$ cat config.mk
export PLATFORM = sky130hd
export DESIGN_NAME = csd_div
export DESIGN_NICKNAME = d
export VERILOG_FILES = /design/src/hw/rtl/csd_pkg.sv /design/src/hw/rtl/csd_div.sv
export SDC_FILE = /design/constraint.sdc
export NUM_CORES = 1
export LEC_CHECK = 0
export ABC_AREA = 1
export ABC_CLOCK_PERIOD_IN_PS = 10050
export BUFFER_PORTS_ARGS = -buffer_cell sky130_fd_sc_hd__clkbuf_2
export CAP_MARGIN = 25
export CORE_ASPECT_RATIO = 0.6
export CORE_MARGIN = 3
export CORE_UTILIZATION = 50
export CTS_CLUSTER_SIZE = 14
export DETAILED_ROUTE_END_ITERATION = 6
export GPL_ROUTABILITY_DRIVEN = 0
export PLACE_DENSITY = 0.77
export SLEW_MARGIN = 40
export SYNTH_ARGS = -nofsm -noshare
export SYNTH_HDL_FRONTEND = slang
export SYNTH_SLANG_ARGS = --single-unit
$ cat constraint.sdc
create_clock -name clock -period 10.05 [get_ports clock]
set_clock_uncertainty 0.05 [all_clocks]
set_input_delay 2.01 -clock clock [delete_from_list [all_inputs] [get_ports clock]]
set_output_delay 2.01 -clock clock [all_outputs]
set_load 0.05 [all_outputs]
$ cat src/hw/rtl/csd_pkg.sv
// shared constants, payload types and the root table of the split depth block
// no dependencies
package csd_pkg;

   localparam int CASCADES_DEF = 4;
   localparam int LOG_FRAC     = 26;
   localparam int MANT_FRAC    = 30;
   localparam int LOG_W        = LOG_FRAC + 5;
   localparam int NUM_W        = 40;
   localparam int DIV_STAGES   = NUM_W / 8;
   localparam int LAM_W        = 17;
   localparam logic [LAM_W-1:0] LAMBDA_ONE   = 17'd65536;
   localparam logic [LAM_W-1:0] LAMBDA_RESET = 17'd62259;

   typedef struct packed {
      logic [31:0] near_clip;
      logic [31:0] far_clip;
   } log_side_type;

   typedef struct packed {
      logic [3:0] cascade;
      logic       last;
      logic       bad;
      logic       far_zero;
   } cas_tag_type;

   typedef struct packed {
      cas_tag_type tag;
      logic [31:0] uni;
   } pow_side_type;

   typedef logic [LOG_FRAC-1:0][30:0] roots_type;

   // roots 2^(2^-(j+1)) in Q1.30 by repeated floor square roots of 2.0
   function automatic roots_type calc_roots();
      roots_type   res_tab;
      logic [63:0] r;
      logic [63:0] v;
      logic [63:0] res;
      logic [63:0] bq;
      r = 64'd1 << 31;
      for (int j = 0; j < LOG_FRAC; j++) begin
         v   = r << MANT_FRAC;
         res = '0;
         bq  = 64'd1 << 62;
         for (int k = 0; k < 32; k++) begin
            if (bq > v) bq = bq >> 2;
         end
         for (int k = 0; k < 32; k++) begin
            if (bq != 0) begin
               if (v >= res + bq) begin
                  v   = v - (res + bq);
                  res = (res >> 1) + bq;
               end else begin
                  res = res >> 1;
               end
               bq = bq >> 2;
            end
         end
         r = res;
         res_tab[j] = res[30:0];
      end
      return res_tab;
   endfunction

   localparam roots_type ROOTS = calc_roots();

endpackage

$ cat src/hw/rtl/csd_div.sv
// two-lane pipelined division by the cascade count, eight quotient bits a stage
// depends on csd_pkg
module csd_div import csd_pkg::*; #(
   parameter int DIVISOR = CASCADES_DEF
) (
   input  logic             clock,
   input  logic             reset,
   input  logic             en,
   input  logic             in_valid,
   input  logic [NUM_W-1:0] num_a,
   input  logic [NUM_W-1:0] num_b,
   input  cas_tag_type      in_tag,
   output logic             out_valid,
   output logic [NUM_W-1:0] quo_a,
   output logic [NUM_W-1:0] quo_b,
   output cas_tag_type      out_tag
);

   logic [DIV_STAGES-1:0]     valid_ff;
   cas_tag_type               tag_ff [DIV_STAGES];
   logic [1:0][NUM_W-1:0]     num_in;
   logic [1:0][NUM_W-1:0]     quo_out;

   function automatic logic [12:0] div_chunk(input logic [4:0] rem_i, input logic [7:0] chunk);
      logic [5:0] r;
      logic [7:0] q;
      r = {1'b0, rem_i};
      for (int k = 7; k >= 0; k--) begin
         r = {r[4:0], chunk[k]};
         if (r >= 6'(DIVISOR)) begin
            r    = r - 6'(DIVISOR);
            q[k] = 1'b1;
         end else begin
            q[k] = 1'b0;
         end
      end
      return {r[4:0], q};
   endfunction

   assign num_in = {num_b, num_a};

   always_ff @(posedge clock) begin
      if (reset) begin
         valid_ff <= '0;
      end else if (en) begin
         valid_ff <= {valid_ff[DIV_STAGES-2:0], in_valid};
      end
   end

   always_ff @(posedge clock) begin
      if (en) begin
         tag_ff[0] <= in_tag;
         for (int s = 1; s < DIV_STAGES; s++) tag_ff[s] <= tag_ff[s-1];
      end
   end

   for (genvar l = 0; l < 2; l++) begin : g_lane
      logic [NUM_W-1:0] num_ff [DIV_STAGES-1];
      logic [4:0]       rem_ff [DIV_STAGES-1];
      logic [NUM_W-1:0] q_ff   [DIV_STAGES];

      for (genvar s = 0; s < DIV_STAGES; s++) begin : g_st
         logic [NUM_W-1:0] n_src;
         logic [NUM_W-1:0] q_src;
         logic [4:0]       r_src;
         logic [12:0]      step;
         if (s == 0) begin : g_first
            assign n_src = num_in[l];
            assign q_src = '0;
            assign r_src = '0;
         end else begin : g_next
            assign n_src = num_ff[s-1];
            assign q_src = q_ff[s-1];
            assign r_src = rem_ff[s-1];
         end
         assign step = div_chunk(r_src, n_src[NUM_W-1-8*s -: 8]);
         always_ff @(posedge clock) begin
            if (en) q_ff[s] <= q_src | (NUM_W'(step[7:0]) << (NUM_W - 8 - 8*s));
         end
         if (s < DIV_STAGES - 1) begin : g_keep
            always_ff @(posedge clock) begin
               if (en) begin
                  num_ff[s] <= n_src;
                  rem_ff[s] <= step[12:8];
               end
            end
         end
      end

      assign quo_out[l] = q_ff[DIV_STAGES-1];
   end

   assign out_valid = valid_ff[DIV_STAGES-1];
   assign out_tag   = tag_ff[DIV_STAGES-1];
   assign quo_a     = quo_out[0];
   assign quo_b     = quo_out[1];

endmodule

==> results.toml <==
[outcome]
status = "finished, final reports clean"

[finish]
layout_common_cells = "447 x edfxtp_1, 282 x nand2_1, 189 x inv_1"
antenna_cells = 0
utilization_pct = 58.49
area_delta_synth_final_pct = 14.58
drive_gt1_share_pct = 28.66
post-route-cell-area_sq_um = 23820
nFillCells = 3112
final_common_cell = "edfxtp_1"
nets = 2042

[die]
initial_core_util_pct = 51.05
io_pins = 179
core_area_sq_um = 40720
die_h_microns = 163.9
die_area_sq_um = 44140
die_x_microns = 269.2
rows = 57

[worst_setup_path]
r2r-start = "g_lane[1].rem_ff[0][1]$_DFFE_PP_"
slowest_stage = "edfxtp_1"
slowest_delay_ns = 0.42
crit_required_ns = 10.28
crit_fanout = 4
crit_type = "reg -> reg"
cp-end-kind = "register"
cp-endpoint = "g_lane[1].rem_ff[1][4]$_DFFE_PP_"
reg2reg_depth = 55
r2r-end = "g_lane[1].rem_ff[1][4]$_DFFE_PP_"
cp_common_cell = "nand2_1"
critPathLaunchType = "register"
ff2ff_setup_slack_ns = 3.35
crit_path_start = "g_lane[1].rem_ff[0][1]$_DFFE_PP_"
arrival_ns = 6.93

[place]
dp_hpwl_mm = 26.58
io_buffers = 172
dpl_cell_area_sq_um = 22410

[power]
peakVddDrop_uv = 94.84
pwr-share-clk_pct = 34.6
switchingPower_uw = 1224
seqPwrFrac_pct = 49.0
combPwrFrac_pct = 16.4
power_leakage_uw = 0.009671
power.internal_uw = 3453
p_sw_share_pct = 26.17
power_density_nw_per_um2 = 196.4

[cts]
root_buffer = "clkbuf_16"
cts-buffers-inserted = 44
clock_latency_ns = 0.53
post_cts_buffers = 0
clk_pin_slew_ns = 0.06
clock_sinks = 452
cts-resized-gates = 0
hold_buffers = 0
cts_max_path_buffers = 3
cts_tree = "done"
htree_num_levels = 2

[sta]
drv_slew = 0
max-slew-margin-rel_pct = 59.95
period_share_pct = 66.67
worst_pin_slew_ns = 0.6007
setup_viol_count_final = 0
period_needed_ns = 6.700
finalSetupTns_ns = 0
rsz0062_at_grt = "no"
clock.fmax_mhz = 149.2
finalHoldViolCount = 0

[routing]
detail-route-antenna-nets = 0
num_vias = 12120
drtIter0Drc = 877
drt-total-wl_mm = 36.29
route.detailed.drc = 0
routed_via_density = 4.932
first_pass_iters = 5
wl_per_cell_microns = 14.77

[global_route]
grt_max_degree = 110
grt_pass1_wl_mm = 59.75
grt_use_total_pct = 16.44
grt_pass1_vias = 12330
overflow = 0
grt_antenna_before_repair = 0

[yosys]
ys_async_sr_fraction_pct = 0
synth_top_cell_by_area = "edfxtp_1"
synth_seq_cells = 452
syn-mean-instance-area_sq_um = 12.58
yosys-top-cells-area = "edfxtp_1 65%, nand2_1 5.1%, ha_1 4.9%"
netlist_instances = 1652
yosysUniqueCellTypes = 55
syn_area_sq_um = 20790
yosysWarnings = 0
yosysTopAreaCellShare_pct = 64.57
yosysSeqAreaShare_pct = 65.05
synth-edff-count = 447
ys.flop_type = "edfxtp_1"

[hold_path]
hold_path.class = "reg -> reg"

[job]
drv_cap = 0
==> metrics by stage <==
step | setup WS, ns | total power, uW | hold WS [ns] | instances
5_1_grt | 2.695 | 4908 | 0.3693 | 2458
4_1_cts | 3.369 | 4736 | 0.3599 | 2458
2_1_floorplan | 4.287 | 2901 | 0.3503 | 1658
3_5_place_dp | 3.420 | 3097 | 0.3545 | 2383
6_report | 3.350 | 4677 | 0.3619 | 2458
3_3_place_gp | 3.753 | 3045 | 0.3503 | 2380
==> synth_stat cells (all sizes together), types with 2 or more instances <==
| cell type | count |
|---|---|
| nand3 | 150 |
| a21oi | 19 |
| nor2 | 84 |
| clkbuf | 2 |
| edfxtp | 447 |
| dfxtp | 5 |
| o21ai | 20 |
| o21bai | 3 |
| mux2i | 2 |
| xor2 | 23 |
| nor3 | 58 |
| conb | 2 |
| xnor2 | 7 |
| a22oi | 9 |
| nand3b | 3 |
| nand2 | 397 |
| nand4 | 10 |
| a21o | 30 |
| and2 | 33 |
| buf | 11 |
| ha | 82 |
| o21a | 7 |
| inv | 230 |
| or2 | 8 |
==> state kept, by name (all words and copies together) (netlist names) <==
name,count
g_lane.q_ff,220
g_lane.rem_ff,34
g_lane.num_ff,158
tag_ff,35
valid_ff,5
==> cells by family after synthesis <==
kind of cell	synth area share, %
AOI/OAI and AO/OA	3.130
adders and majority gates	4.936
muxes	0.09631
and+or+nand+nor	20.73
buffers and inverters	4.611
other	0.03613
DFF	65.05
xor gates and xnor gates	1.408
==> power by group through the flow <==
stage	Sequential [uW]	Clock (uW)	Combinational, uW
2_1_floorplan	2370	0	531
3_3_place_gp	2330	0	719
3_5_place_dp	2330	0	764
4_1_cts	2290	1670	770
5_1_grt	2300	1750	854
6_report	2290	1620	768
==> worst min-delay path by stage <==
stage	start	end	slack [ns]	cells past startpoint
finish	g_lane[0].q_ff[0][110]$_DFFE_PP_	g_lane[0].q_ff[0][150]$_DFFE_PP_	0.36	0
global route	g_lane[0].q_ff[0][73]$_DFFE_PP_	g_lane[0].q_ff[0][113]$_DFFE_PP_	0.37	0
CTS	g_lane[0].q_ff[0][73]$_DFFE_PP_	g_lane[0].q_ff[0][113]$_DFFE_PP_	0.36	0
detailed placement	g_lane[0].num_ff[0][15]$_DFFE_PP_	g_lane[0].num_ff[1][15]$_DFFE_PP_	0.35	0
global placement	tag_ff[0][21]$_DFFE_PP_	tag_ff[0][28]$_DFFE_PP_	0.35	0
floorplan	g_lane[0].num_ff[0][10]$_DFFE_PP_	g_lane[0].num_ff[1][10]$_DFFE_PP_	0.35	0
==> per-layer routing <==
layer | track usage (%) | vias to the layer above | routed length, microns
met1 | 21.62 | 5759 | 16360
met3 | 3.008 | 66 | 1537
met5 | 0 | - | 0
li1 | - | 6100 | -
met4 | 4.579 | 0 | 751
met2 | 28.35 | 197 | 17650
==> worst max-delay path: cells and delay by family (launching register included) <==
kind	cells	cell delay, ns
adder cells (fa/ha/maj)	8	1.44
buffers and inverters	9	0.68
flip-flops	1	0.42
AND/OR/NAND/NOR	38	3.82
==> final cells by class <==
| type | count | area, sq um | area share, % |
|---|---|---|---|
| clock buffer | 50 | 1145 | 4.806 |
| clock inverter | 25 | 257.7 | 1.082 |
| inverter | 231 | 868.3 | 3.646 |
| multi-input combinational | 962 | 6329 | 26.57 |
| sequential | 452 | 13520 | 56.77 |
| tap | 560 | 700.7 | 2.942 |
| timing repair buffer | 178 | 996.0 | 4.181 |
(Power assumes the default switching activity.)
